<file path="config.mk">
export PLATFORM = sky130hd
export DESIGN_NAME = positional_sequence_store_core_flat
export DESIGN_NICKNAME = d
export VERILOG_FILES = /design/src/rtl/pss_pkg.sv /design/src/rtl/pss_req_if.sv /design/src/rtl/pss_rsp_if.sv /design/src/rtl/pss_ram.sv /design/src/rtl/positional_sequence_store_core.sv /design/src/flat_wrapper.sv
export SDC_FILE = /design/constraint.sdc
export NUM_CORES = 2
export LEC_CHECK = 0
export ABC_AREA = 0
export BUFFER_PORTS_ARGS = -buffer_cell sky130_fd_sc_hd__buf_4
export CORE_MARGIN = 5
export CORE_UTILIZATION = 55
export DETAILED_ROUTE_END_ITERATION = 10
export HOLD_SLACK_MARGIN = 0.02
export PLACE_DENSITY = 0.75
export SYNTH_ARGS = -nofsm -noshare
export SYNTH_HDL_FRONTEND = slang
export SYNTH_SLANG_ARGS = --single-unit
</file>
<file path="constraint.sdc">
create_clock -name clock -period 14.4 [get_ports clock]
set_input_delay 3.6 -clock clock [delete_from_list [all_inputs] [get_ports clock]]
set_output_delay 3.6 -clock clock [all_outputs]
set_load 0.01 [all_outputs]
</file>
<file path="src/rtl/pss_pkg.sv">
package pss_pkg;

   localparam int CAPACITY   = 64;
   localparam int DATA_WIDTH = 32;

   localparam int IDX_W = $clog2(CAPACITY);
   localparam int CNT_W = $clog2(CAPACITY + 1);

   localparam int OPCODE_W = 3;
   localparam int POS_W    = 7;
   localparam int VALUE_W  = 32;
   localparam int STATUS_W = 2;
   localparam int CMP_W    = (CNT_W > POS_W) ? CNT_W : POS_W;

   typedef logic [IDX_W-1:0]      idx_type;
   typedef logic [CNT_W-1:0]      cnt_type;
   typedef logic [DATA_WIDTH-1:0] word_type;

   typedef enum logic [OPCODE_W-1:0] {
      OP_INSERT_AT     = 3'd0,
      OP_INSERT_SORTED = 3'd1,
      OP_ERASE_AT      = 3'd2,
      OP_REMOVE_ALL    = 3'd3,
      OP_GET           = 3'd4,
      OP_SET           = 3'd5,
      OP_FIND          = 3'd6
   } op_type;

   typedef enum logic [STATUS_W-1:0] {
      STAT_OK      = 2'd0,
      STAT_RANGE   = 2'd1,
      STAT_FULL    = 2'd2,
      STAT_MISSING = 2'd3
   } status_type;

   typedef enum logic [2:0] {
      ST_IDLE,
      ST_SCAN,
      ST_SHIFT,
      ST_PLACE,
      ST_DONE
   } state_type;

   typedef struct packed {
      logic     re;
      idx_type  raddr;
      logic     we;
      idx_type  waddr;
      word_type wdata;
   } ram_req_type;

endpackage

</file>
<file path="src/rtl/pss_req_if.sv">
interface pss_req_if import pss_pkg::*; ();
   logic                valid;
   logic                ready;
   logic [OPCODE_W-1:0] opcode;
   logic [POS_W-1:0]    position;
   logic [VALUE_W-1:0]  value;

   modport source (output valid, output opcode, output position, output value, input ready);
   modport sink   (input valid, input opcode, input position, input value, output ready);
endinterface

</file>
<file path="src/rtl/pss_rsp_if.sv">
interface pss_rsp_if import pss_pkg::*; ();
   logic                valid;
   logic                ready;
   logic [STATUS_W-1:0] status;
   logic [POS_W-1:0]    result_position;
   logic [VALUE_W-1:0]  result_value;
   logic [POS_W-1:0]    removed_count;
   logic [POS_W-1:0]    occupancy;

   modport source (output valid, output status, output result_position, output result_value,
                   output removed_count, output occupancy, input ready);
   modport sink   (input valid, input status, input result_position, input result_value,
                   input removed_count, input occupancy, output ready);
endinterface

</file>
<file path="src/rtl/pss_ram.sv">
module pss_ram import pss_pkg::*; (
   input  logic        clock,
   input  ram_req_type ram_req,
   output word_type    rdata
);

   word_type mem [CAPACITY];

   always_ff @(posedge clock) begin
      if (ram_req.we) begin
         mem[ram_req.waddr] <= ram_req.wdata;
      end
      if (ram_req.re) begin
         rdata <= mem[ram_req.raddr];
      end
   end

endmodule

</file>
<file path="src/rtl/positional_sequence_store_core.sv">
// Steps to result valid: set and rejected transactions go straight from idle to done; get
// reads one word; find and remove_all scan up to the occupancy; erase_at moves the entries
// above position down, insert_at those from position up; insert_sorted scans, then shifts.
// One transaction at a time: the next is accepted in the cycle after the result is loaded;
// the slowest is insert_sorted at the front, bounded by the single memory port.
// Reset: synchronous, clears entry count and handshake state; memory contents are kept.
module positional_sequence_store_core import pss_pkg::*; (
   input logic        clock,
   input logic        reset,
   pss_req_if.sink    req_chan,
   pss_rsp_if.source  rsp_chan
);

   state_type   state_ff, state_in;
   op_type      op_ff, op_in;
   cnt_type     pos_ff, pos_in;
   word_type    word_ff, word_in;
   cnt_type     rd_ff, rd_in;
   cnt_type     lim_ff, lim_in;
   logic        pend_ff, pend_in;
   idx_type     pend_addr_ff, pend_addr_in;
   cnt_type     kept_ff, kept_in;
   cnt_type     removed_ff, removed_in;
   cnt_type     count_ff, count_in;
   status_type  status_ff, status_in;
   cnt_type     rpos_ff, rpos_in;
   word_type    rval_ff, rval_in;

   logic                rsp_valid_ff, rsp_valid_in;
   logic [STATUS_W-1:0] rsp_status_ff, rsp_status_in;
   logic [POS_W-1:0]    rsp_rpos_ff, rsp_rpos_in;
   logic [VALUE_W-1:0]  rsp_rval_ff, rsp_rval_in;
   logic [POS_W-1:0]    rsp_removed_ff, rsp_removed_in;
   logic [POS_W-1:0]    rsp_occ_ff, rsp_occ_in;

   ram_req_type ram_req;
   word_type    rdata;

   op_type     req_op;
   logic       pos_beyond, pos_outside, is_full;
   logic       hit, notless, stop, scan_issue, scan_end, shift_issue, out_free;
   idx_type    up_addr;

   pss_ram u_ram (
      .clock   (clock),
      .ram_req (ram_req),
      .rdata   (rdata)
   );

   assign req_op      = op_type'(req_chan.opcode);
   assign pos_beyond  = CMP_W'(req_chan.position) > CMP_W'(count_ff);
   assign pos_outside = CMP_W'(req_chan.position) >= CMP_W'(count_ff);
   assign is_full     = count_ff == CNT_W'(CAPACITY);

   assign hit         = pend_ff && (rdata == word_ff);
   assign notless     = pend_ff && !(word_ff > rdata);
   assign stop        = ((op_ff == OP_FIND) && hit) || ((op_ff == OP_INSERT_SORTED) && notless);
   assign scan_issue  = !stop && (rd_ff < lim_ff);
   assign scan_end    = !pend_ff && !(rd_ff < lim_ff);
   assign shift_issue = rd_ff > pos_ff;
   assign up_addr     = IDX_W'(rd_ff - CNT_W'(1));
   assign out_free    = !rsp_valid_ff || rsp_chan.ready;

   assign req_chan.ready           = state_ff == ST_IDLE;
   assign rsp_chan.valid           = rsp_valid_ff;
   assign rsp_chan.status          = rsp_status_ff;
   assign rsp_chan.result_position = rsp_rpos_ff;
   assign rsp_chan.result_value    = rsp_rval_ff;
   assign rsp_chan.removed_count   = rsp_removed_ff;
   assign rsp_chan.occupancy       = rsp_occ_ff;

   always_comb begin
      state_in = state_ff;
      unique case (state_ff)
         ST_IDLE: begin
            if (req_chan.valid) begin
               unique case (req_op)
                  OP_INSERT_AT:     state_in = (pos_beyond || is_full) ? ST_DONE : ST_SHIFT;
                  OP_INSERT_SORTED: state_in = is_full ? ST_DONE : ST_SCAN;
                  OP_ERASE_AT,
                  OP_GET:           state_in = pos_outside ? ST_DONE : ST_SCAN;
                  OP_REMOVE_ALL,
                  OP_FIND:          state_in = ST_SCAN;
                  default:          state_in = ST_DONE;
               endcase
            end
         end
         ST_SCAN: begin
            unique case (op_ff)
               OP_FIND:          if (hit || scan_end) state_in = ST_DONE;
               OP_INSERT_SORTED: if (notless || scan_end) state_in = ST_SHIFT;
               OP_GET:           if (pend_ff) state_in = ST_DONE;
               default:          if (scan_end) state_in = ST_DONE;
            endcase
         end
         ST_SHIFT: if (!pend_ff && !shift_issue) state_in = ST_PLACE;
         ST_PLACE: state_in = ST_DONE;
         ST_DONE:  if (out_free) state_in = ST_IDLE;
         default:  state_in = ST_IDLE;
      endcase
   end

   always_comb begin
      op_in          = op_ff;
      pos_in         = pos_ff;
      word_in        = word_ff;
      rd_in          = rd_ff;
      lim_in         = lim_ff;
      pend_in        = 1'b0;
      pend_addr_in   = pend_addr_ff;
      kept_in        = kept_ff;
      removed_in     = removed_ff;
      count_in       = count_ff;
      status_in      = status_ff;
      rpos_in        = rpos_ff;
      rval_in        = rval_ff;
      rsp_valid_in   = rsp_valid_ff && !rsp_chan.ready;
      rsp_status_in  = rsp_status_ff;
      rsp_rpos_in    = rsp_rpos_ff;
      rsp_rval_in    = rsp_rval_ff;
      rsp_removed_in = rsp_removed_ff;
      rsp_occ_in     = rsp_occ_ff;
      ram_req        = '0;

      unique case (state_ff)
         ST_IDLE: begin
            if (req_chan.valid) begin
               op_in      = req_op;
               pos_in     = CNT_W'(req_chan.position);
               word_in    = DATA_WIDTH'(req_chan.value);
               kept_in    = '0;
               removed_in = '0;
               status_in  = STAT_OK;
               rpos_in    = '0;
               rval_in    = '0;
               lim_in     = count_ff;
               rd_in      = '0;
               unique case (req_op)
                  OP_INSERT_AT: begin
                     if (pos_beyond) begin
                        status_in = STAT_RANGE;
                     end else if (is_full) begin
                        status_in = STAT_FULL;
                     end
                     rd_in = count_ff;
                  end
                  OP_INSERT_SORTED: begin
                     if (is_full) begin
                        status_in = STAT_FULL;
                     end
                  end
                  OP_ERASE_AT: begin
                     if (pos_outside) begin
                        status_in = STAT_RANGE;
                     end
                     rd_in = CNT_W'(req_chan.position) + CNT_W'(1);
                  end
                  OP_GET: begin
                     if (pos_outside) begin
                        status_in = STAT_RANGE;
                     end
                     rd_in  = CNT_W'(req_chan.position);
                     lim_in = CNT_W'(req_chan.position) + CNT_W'(1);
                  end
                  OP_SET: begin
                     if (pos_outside) begin
                        status_in = STAT_RANGE;
                     end else begin
                        ram_req.we    = 1'b1;
                        ram_req.waddr = IDX_W'(req_chan.position);
                        ram_req.wdata = DATA_WIDTH'(req_chan.value);
                     end
                  end
                  default: ;
               endcase
            end
         end
         ST_SCAN: begin
            ram_req.re    = scan_issue;
            ram_req.raddr = IDX_W'(rd_ff);
            pend_in       = scan_issue;
            pend_addr_in  = IDX_W'(rd_ff);
            if (scan_issue) begin
               rd_in = rd_ff + CNT_W'(1);
            end
            unique case (op_ff)
               OP_FIND: begin
                  if (hit) begin
                     rpos_in = CNT_W'(pend_addr_ff);
                  end else if (scan_end) begin
                     status_in = STAT_MISSING;
                  end
               end
               OP_INSERT_SORTED: begin
                  if (notless) begin
                     pos_in = CNT_W'(pend_addr_ff);
                     rd_in  = count_ff;
                  end else if (scan_end) begin
                     pos_in = count_ff;
                     rd_in  = count_ff;
                  end
               end
               OP_REMOVE_ALL: begin
                  if (hit) begin
                     removed_in = removed_ff + CNT_W'(1);
                  end else if (pend_ff) begin
                     ram_req.we    = 1'b1;
                     ram_req.waddr = IDX_W'(kept_ff);
                     ram_req.wdata = rdata;
                     kept_in       = kept_ff + CNT_W'(1);
                  end
                  if (scan_end) begin
                     count_in = kept_ff;
                  end
               end
               OP_ERASE_AT: begin
                  if (pend_ff) begin
                     ram_req.we    = 1'b1;
                     ram_req.waddr = pend_addr_ff - IDX_W'(1);
                     ram_req.wdata = rdata;
                  end
                  if (scan_end) begin
                     count_in = count_ff - CNT_W'(1);
                  end
               end
               OP_GET: begin
                  if (pend_ff) begin
                     rval_in = rdata;
                  end
               end
               default: ;
            endcase
         end
         ST_SHIFT: begin
            ram_req.re    = shift_issue;
            ram_req.raddr = up_addr;
            pend_in       = shift_issue;
            pend_addr_in  = up_addr;
            if (shift_issue) begin
               rd_in = rd_ff - CNT_W'(1);
            end
            if (pend_ff) begin
               ram_req.we    = 1'b1;
               ram_req.waddr = pend_addr_ff + IDX_W'(1);
               ram_req.wdata = rdata;
            end
         end
         ST_PLACE: begin
            ram_req.we    = 1'b1;
            ram_req.waddr = IDX_W'(pos_ff);
            ram_req.wdata = word_ff;
            count_in      = count_ff + CNT_W'(1);
            rpos_in       = pos_ff;
         end
         ST_DONE: begin
            if (out_free) begin
               rsp_valid_in   = 1'b1;
               rsp_status_in  = status_ff;
               rsp_rpos_in    = POS_W'(rpos_ff);
               rsp_rval_in    = VALUE_W'(rval_ff);
               rsp_removed_in = POS_W'(removed_ff);
               rsp_occ_in     = POS_W'(count_ff);
            end
         end
         default: ;
      endcase
   end

   always_ff @(posedge clock) begin
      if (reset) begin
         state_ff     <= ST_IDLE;
         pend_ff      <= 1'b0;
         count_ff     <= '0;
         rsp_valid_ff <= 1'b0;
      end else begin
         state_ff     <= state_in;
         pend_ff      <= pend_in;
         count_ff     <= count_in;
         rsp_valid_ff <= rsp_valid_in;
      end
      op_ff          <= op_in;
      pos_ff         <= pos_in;
      word_ff        <= word_in;
      rd_ff          <= rd_in;
      lim_ff         <= lim_in;
      pend_addr_ff   <= pend_addr_in;
      kept_ff        <= kept_in;
      removed_ff     <= removed_in;
      status_ff      <= status_in;
      rpos_ff        <= rpos_in;
      rval_ff        <= rval_in;
      rsp_status_ff  <= rsp_status_in;
      rsp_rpos_ff    <= rsp_rpos_in;
      rsp_rval_ff    <= rsp_rval_in;
      rsp_removed_ff <= rsp_removed_in;
      rsp_occ_ff     <= rsp_occ_in;
   end

endmodule

</file>
<file path="src/flat_wrapper.sv">
// flat-port wrapper written by rule: the top's interface ports become plain ports
module positional_sequence_store_core_flat import pss_pkg::*;
  (clock, reset, req_chan_valid, req_chan_opcode, req_chan_position, req_chan_value, req_chan_ready, rsp_chan_valid, rsp_chan_status, rsp_chan_result_position, rsp_chan_result_value, rsp_chan_removed_count, rsp_chan_occupancy, rsp_chan_ready);
  pss_req_if req_chan_i ();
  pss_rsp_if rsp_chan_i ();
  input logic clock;
  input logic reset;
  input wire logic [$bits(req_chan_i.valid)-1:0] req_chan_valid;
  input wire logic [$bits(req_chan_i.opcode)-1:0] req_chan_opcode;
  input wire logic [$bits(req_chan_i.position)-1:0] req_chan_position;
  input wire logic [$bits(req_chan_i.value)-1:0] req_chan_value;
  output wire logic [$bits(req_chan_i.ready)-1:0] req_chan_ready;
  output wire logic [$bits(rsp_chan_i.valid)-1:0] rsp_chan_valid;
  output wire logic [$bits(rsp_chan_i.status)-1:0] rsp_chan_status;
  output wire logic [$bits(rsp_chan_i.result_position)-1:0] rsp_chan_result_position;
  output wire logic [$bits(rsp_chan_i.result_value)-1:0] rsp_chan_result_value;
  output wire logic [$bits(rsp_chan_i.removed_count)-1:0] rsp_chan_removed_count;
  output wire logic [$bits(rsp_chan_i.occupancy)-1:0] rsp_chan_occupancy;
  input wire logic [$bits(rsp_chan_i.ready)-1:0] rsp_chan_ready;
  assign req_chan_i.valid = req_chan_valid;
  assign req_chan_i.opcode = req_chan_opcode;
  assign req_chan_i.position = req_chan_position;
  assign req_chan_i.value = req_chan_value;
  assign req_chan_ready = req_chan_i.ready;
  assign rsp_chan_valid = rsp_chan_i.valid;
  assign rsp_chan_status = rsp_chan_i.status;
  assign rsp_chan_result_position = rsp_chan_i.result_position;
  assign rsp_chan_result_value = rsp_chan_i.result_value;
  assign rsp_chan_removed_count = rsp_chan_i.removed_count;
  assign rsp_chan_occupancy = rsp_chan_i.occupancy;
  assign rsp_chan_i.ready = rsp_chan_ready;
  positional_sequence_store_core u_core (.clock(clock), .reset(reset), .req_chan(req_chan_i), .rsp_chan(rsp_chan_i));
endmodule
</file>
Word-level counts from Yosys, hierarchy flattened
Memories as Yosys holds them, arrays and structs flattened. A register that Yosys moved wholly into a read port is not among the register bits.
Index checks and enable logic that the tools add are counted.
{"block": "op_classes", "mux": 71, "n_addsub": 9, "eq_ne": 37, "reduce_logical": 41, "n_lt_le_gt_ge": 5}
{"op": "39-bit 2-to-1 mux", "n": 7}
{"op": "39-bit case mux with 4 select lines", "n": 1}
{"op": "7-bit 2-to-1 mux", "n": 21}
{"op": "32-bit 2-to-1 mux", "n": 3}
{"op": "7-bit case mux with 2 select lines", "n": 6}
{"op": "39-bit case mux with 2 select lines", "n": 1}
{"op": "32-bit case mux with 2 select lines", "n": 1}
{"op": "7-bit case mux with 3 select lines", "n": 3}
{"op": "7-bit by 1-bit adder with 7-bit output (second input constant)", "n": 5}
{"op": "32-bit == test", "n": 1}
{"op": "32-bit greater-than comparator", "n": 1}
{"op": "3-bit 2-to-1 mux", "n": 10}
{"op": "4-bit AND reduction", "n": 5}
{"op": "3-bit by 2-bit == test with 1-bit output (second input constant)", "n": 6}
{"op": "3-bit == test (second input constant)", "n": 6}
{"op": "2-bit by 1-bit != test with 1-bit output (second input constant)", "n": 8}
{"op": "3-bit case mux with 5 select lines", "n": 1}
{"op": "7-bit greater-than comparator", "n": 2}
{"op": "7-bit by 1-bit subtractor with 7-bit output (second input constant)", "n": 2}
{"op": "2-bit 2-to-1 mux", "n": 6}
{"op": "3-bit case mux with 4 select lines", "n": 1}
{"op": "6-bit case mux with 2 select lines", "n": 1}
{"op": "5-bit AND reduction", "n": 2}
{"op": "3-bit by 1-bit == test with 1-bit output (second input constant)", "n": 3}
{"op": "other kinds (26)", "n": 60}
{"block": "word_totals", "out_inout_bits": 57, "reg_bits": 184, "ramBits": 2048, "inputBits": 46, "n_memories": 1}
{"memory": "u_core.u_ram.mem", "words": 64, "width": 32, "read_ports": 1, "rd_clocked_by_memory_dff": 1, "write_ports": 1, "line": "pss_ram.sv:7", "rtl": "word_type mem [CAPACITY];"}

Longest topological paths before layout
{"block": "depth", "ltp_word": 12, "depth_mapped": 14}

Modules after synthesis
Synthesis repeated with hierarchy kept, for this count alone.
{"block": "unflattened", "cells_unflattened": 4456, "hier_area_um2": 89455.8}
{"mod": "pss_ram", "instances": 1, "area_each_um2": 79359.9, "seq_area_each_um2": 62459.9, "cells_each": 3511}
{"mod": "positional_sequence_store_core", "instances": 1, "area_each_um2": 10095.9, "seq_area_each_um2": 5405.2, "cells_each": 945}

Worst setup path before layout
Ideal clock, no wire load.
{"block": "synth_timing", "path_type": "input to register", "from": "input req_chan_position[6]", "to": "memory u_core.u_ram.mem[24][0] in the netlist's numbering, enable pin", "t_arrival_ns": 7.694, "t_required_ns": 13.939, "path_slack_ns": 6.245, "setup_time_ns": 0.461, "path_stages": 9, "n_path_buf": 2, "path_cell_list": "ha_1 > nand2_1 > o21ai_0 > a211oi_2 > buf_2 > a221o_1 > or3_1 > buf_2 > nor3_1"}
{"block": "synth_via", "elab_chain_cells": 7}
{"item": "start, declared", "line": "flat_wrapper.sv:10", "rtl": "input wire logic [$bits(req_chan_i.position)-1:0] req_chan_position;"}
{"item": "7-bit >= comparator *", "line": "positional_sequence_store_core.sv:52", "rtl": "assign pos_outside = CMP_W'(req_chan.position) >= CMP_W'(count_ff);"}
{"item": "39-bit 2-to-1 mux *", "line": "positional_sequence_store_core.sv:166", "rtl": "if (pos_outside) begin"}
{"item": "39-bit 2-to-1 mux *", "line": "positional_sequence_store_core.sv:138", "rtl": "unique case (req_op)"}
{"item": "39-bit 2-to-1 mux *", "line": "positional_sequence_store_core.sv:127", "rtl": "if (req_chan.valid) begin"}
{"item": "39-bit case mux with 4 select lines *", "line": "positional_sequence_store_core.sv:125", "rtl": "unique case (state_ff)"}
{"item": "1-bit 2-to-1 mux", "line": "pss_ram.sv:10", "rtl": "if (ram_req.we) begin"}
{"item": "1-bit 2-to-1 mux (not written as such)", "line": "pss_ram.sv:11", "rtl": "mem[ram_req.waddr] <= ram_req.wdata;"}
{"item": "end, declared", "line": "pss_ram.sv:7"}
Mark *: on every way between the ends. The rest lies on a longest branch, timed or not.

Final worst setup path
{"block": "layout_timing", "from": "input req_chan_position[4]", "to": "memory u_core.u_ram.mem[3][21] in the netlist's numbering, enable pin"}
{"block": "layout_via", "elab_chain_cells": 7}
{"item": "7-bit >= comparator", "line": "positional_sequence_store_core.sv:52"}
{"item": "39-bit 2-to-1 mux *", "line": "positional_sequence_store_core.sv:166"}
{"item": "39-bit 2-to-1 mux *", "line": "positional_sequence_store_core.sv:138"}
{"item": "39-bit 2-to-1 mux *", "line": "positional_sequence_store_core.sv:127"}
{"item": "39-bit case mux with 4 select lines *", "line": "positional_sequence_store_core.sv:125"}
{"item": "1-bit 2-to-1 mux", "line": "pss_ram.sv:10"}
{"item": "1-bit 2-to-1 mux (not written as such)", "line": "pss_ram.sv:11"}
Marked as above.

==> flow_summary.ini <==
[yosys]
avgSynthCellArea_sq_um = 20.8
synth_edf_count = 2252
async_flop_share_pct = 0
yosys_warnings = 0
synth_top_area_share_pct = 76.6
yosysMostFrequentCell = edfxtp_1
syn_nets = 4360
ys_seq_area_share_pct = 76.9
yosysUniqueCellTypes = 74
synth_area_leaders = edfxtp_1, mux4_2, a22oi_1, ha_1, nor2_1
ys_ff_latch = 2264
synthFlopType = edfxtp_1
syn_area_sq_um = 88200
syn-instance-count = 4252
yosysTopAreaCell = edfxtp_1
synth_top_cells_by_count = edfxtp_1, mux4_2, nor2_1, a22oi_1, nand2_1

[cts]
h-tree-depth = 4
clk_path_buf_depth = 3
ctsHoldBuffers = 0
insertion_delay_ns = 0.84
cts_resized = 0
cts_buffers = 212
post_cts_buffers = 0
clkTransAtPathRegs_ns = 0.06
clock-root-buffer = clkbuf_16
cts_sinks = 2264
tritoncts = built

[grt]
grt_pass1_wl_mm = 322
grt_antenna_before_repair = 12
grt_max_degree = 102
track_usage_pct = 26.7
overflow = 0
grt_pass1_vias = 44300

[drt]
drtAntennaViolNets = 0
wl_met2_mm = 105
first_pass_iters = 8
via_per_inst = 6.79
wl_per_cell_um = 33.6
vias = 45600
wl_mm = 226
dr.first_iter.drc_count = 7519
drc = 0
wl_met1_mm = 81.1
met3_length_mm = 28.1
routed.top_layer = met5

[setup_path]
crit_path_start = req_chan_position[4]
worst_setup_path_end_kind = flip-flop
required_ns = 14.84
cp_data_arrival_time_ns = 8.06
worstReg2RegEnd = u_core.u_ram.rdata[3]
worst-path-max-fanout = 39
regToRegStartpoint = u_core.rd_ff[0]
ff2ff_setup_slack_ns = 7.96
crit_type = in2reg
reg2reg_depth = 12
critPathLaunchType = primary input
cp-endpoint = u_core.u_ram.mem[3][21]

[pwr]
power.leakage_nw = 31.7
p_sw_share_pct = 32.2
comb_power_share_pct = 27.8
ir_drop_mv = 0.195
seqPwrFrac_pct = 42.8
internal_power_mw = 12.7
power_mw = 18.7
power.density_nw_per_um2 = 189
p_clk_share_pct = 29.4
p_sw_mw = 6.00

[floorplanning]
num_rows = 147
coreArea_sq_um = 160000
pin_count = 103
dieArea_sq_um = 169000
die_y_um = 411
initial_core_util_pct = 55.1
die_w_um = 411

[place]
post-dp-hpwl_mm = 128
portBuffers = 102
gp_congestion = 0.903

[finish]
fin_nets = 4548
area_delta_synth_final_pct = 12.1
drive_above_1_share_pct = 25.0

[sta]
worstMarginPinSlew_ns = 1.32
finClkSkew_ns = 0.0303
setup_viol = 0
fmax_mhz = 131
fin_tns_setup_ns = 0
hold_violations = 0
timing.final.crit_share_pct = 52.9
fin_crit_ns = 7.62
slew_viol_final = 0
maxSlewHeadroom_pct = 11.4
grt_setup_unrepaired = false

[worst_hold_path]
hold_path_class = reg2reg

[status]
status = completed

[job]
max-cap-violations = 0
state kept, by name, summed over array words and instances, names as in the netlist, 32 cells and up:
register / cells
u_core.rsp_chan.result_value: 32
u_core.u_ram.rdata: 32
u_core.word_ff: 32
u_core.rval_ff: 32
u_core.u_ram.mem: 2048
critical path, cell delays in order:
cell,delay (ns)
buf_4,0.15
ha_1,0.30
a21oi_1,0.07
o21ai_0,0.43
a211oi_4,0.05
buf_4,0.29
a221oi_2,0.95
nand3_1,0.95
nor2_4,1.19
routing by layer:
layer / global-route usage (%) / vias up
met1: 37.7 / 23500
met4: 11.8 / 8
met5: 0 / -
li1: - / 18200
met3: 6.63 / 465
met2: 40.4 / 3361
kinds of logic after synthesis:
family	Yosys count	share of synthesized area, %
buffers and inverters	328	1.56
DFF	2264	76.9
muxes	521	13.2
adders and majority gates	62	0.879
AOI/OAI and AO/OA	575	4.75
xor gates and xnor gates	36	0.357
and+or+nand+nor	466	2.37
power groups by stage:
stage | sequential [mW] | clock (mW) | combinational (mW)
final | 7.99 | 5.48 | 5.19
after global routing | 8.00 | 5.83 | 5.42
after CTS | 7.97 | 5.52 | 5.11
after detailed placement | 8.11 | 0 | 5.06
after global placement | 8.10 | 0 | 5.01
after floorplan | 8.00 | 0 | 3.13
cell usage in the layout, fill, tap and decap left out, types with 32 or more instances in the layout:
cell type / netlist / routed
edfxtp_1: 2252 / 2252
mux4_2: 512 / 512
clkbuf_16: 0 / 215
buf_4: 9 / 197
a22oi_1: 185 / 185
nand2_1: 146 / 143
nor2_1: 195 / 131
inv_1: 98 / 66
nor2_4: 1 / 66
o22ai_1: 64 / 64
clkinv_1: 0 / 64
ha_1: 62 / 62
o21ai_0: 60 / 59
a21oi_1: 60 / 58
clkinv_2: 0 / 42
a22o_1: 38 / 38
inv_2: 2 / 32
a222oi_1: 32 / 32
how the worst min path moves through the flow:
stage | endpoint | start | slack [ns] | cells past startpoint
floorplan | u_core.rsp_chan.result_position[0] | u_core.rpos_ff[0] | 0.40 | 0
CTS | u_core.rsp_chan.result_value[16] | u_core.rval_ff[16] | 0.42 | 0
finish | u_core.rsp_chan.result_position[1] | u_core.rpos_ff[1] | 0.42 | 0
global placement | u_core.rsp_chan.result_position[1] | u_core.rpos_ff[1] | 0.40 | 0
detailed placement | u_core.rsp_chan.result_value[16] | u_core.rval_ff[16] | 0.40 | 0
global route | u_core.rsp_chan.result_value[16] | u_core.rval_ff[16] | 0.43 | 0
per-stage QoR:
stage / hold WS, ns / instance area [sq um] / util [%] / std cells / setup WS, ns
after CTS: 0.419 / 98900 / 61.8 / 6707 / 6.87
after global placement: 0.403 / 92000 / 57.5 / 6312 / 6.02
final: 0.418 / 98900 / 61.8 / 6715 / 6.78
after floorplan: 0.400 / 88200 / - / 4252 / 6.24
after global routing: 0.428 / 98900 / 61.8 / 6707 / 6.57
after detailed placement: 0.405 / 92000 / 57.5 / 6312 / 5.99
cell type report:
class,count,area [sq um]
fill,10500,61100
antenna,8,20.0
clock inverter,151,1350
sequential,2264,67900
inverter,100,377
tap,2086,2610
multi-input combinational,1660,19600
timing repair buffer,202,1580
clock buffer,244,5500
(Power assumes the default switching activity.)
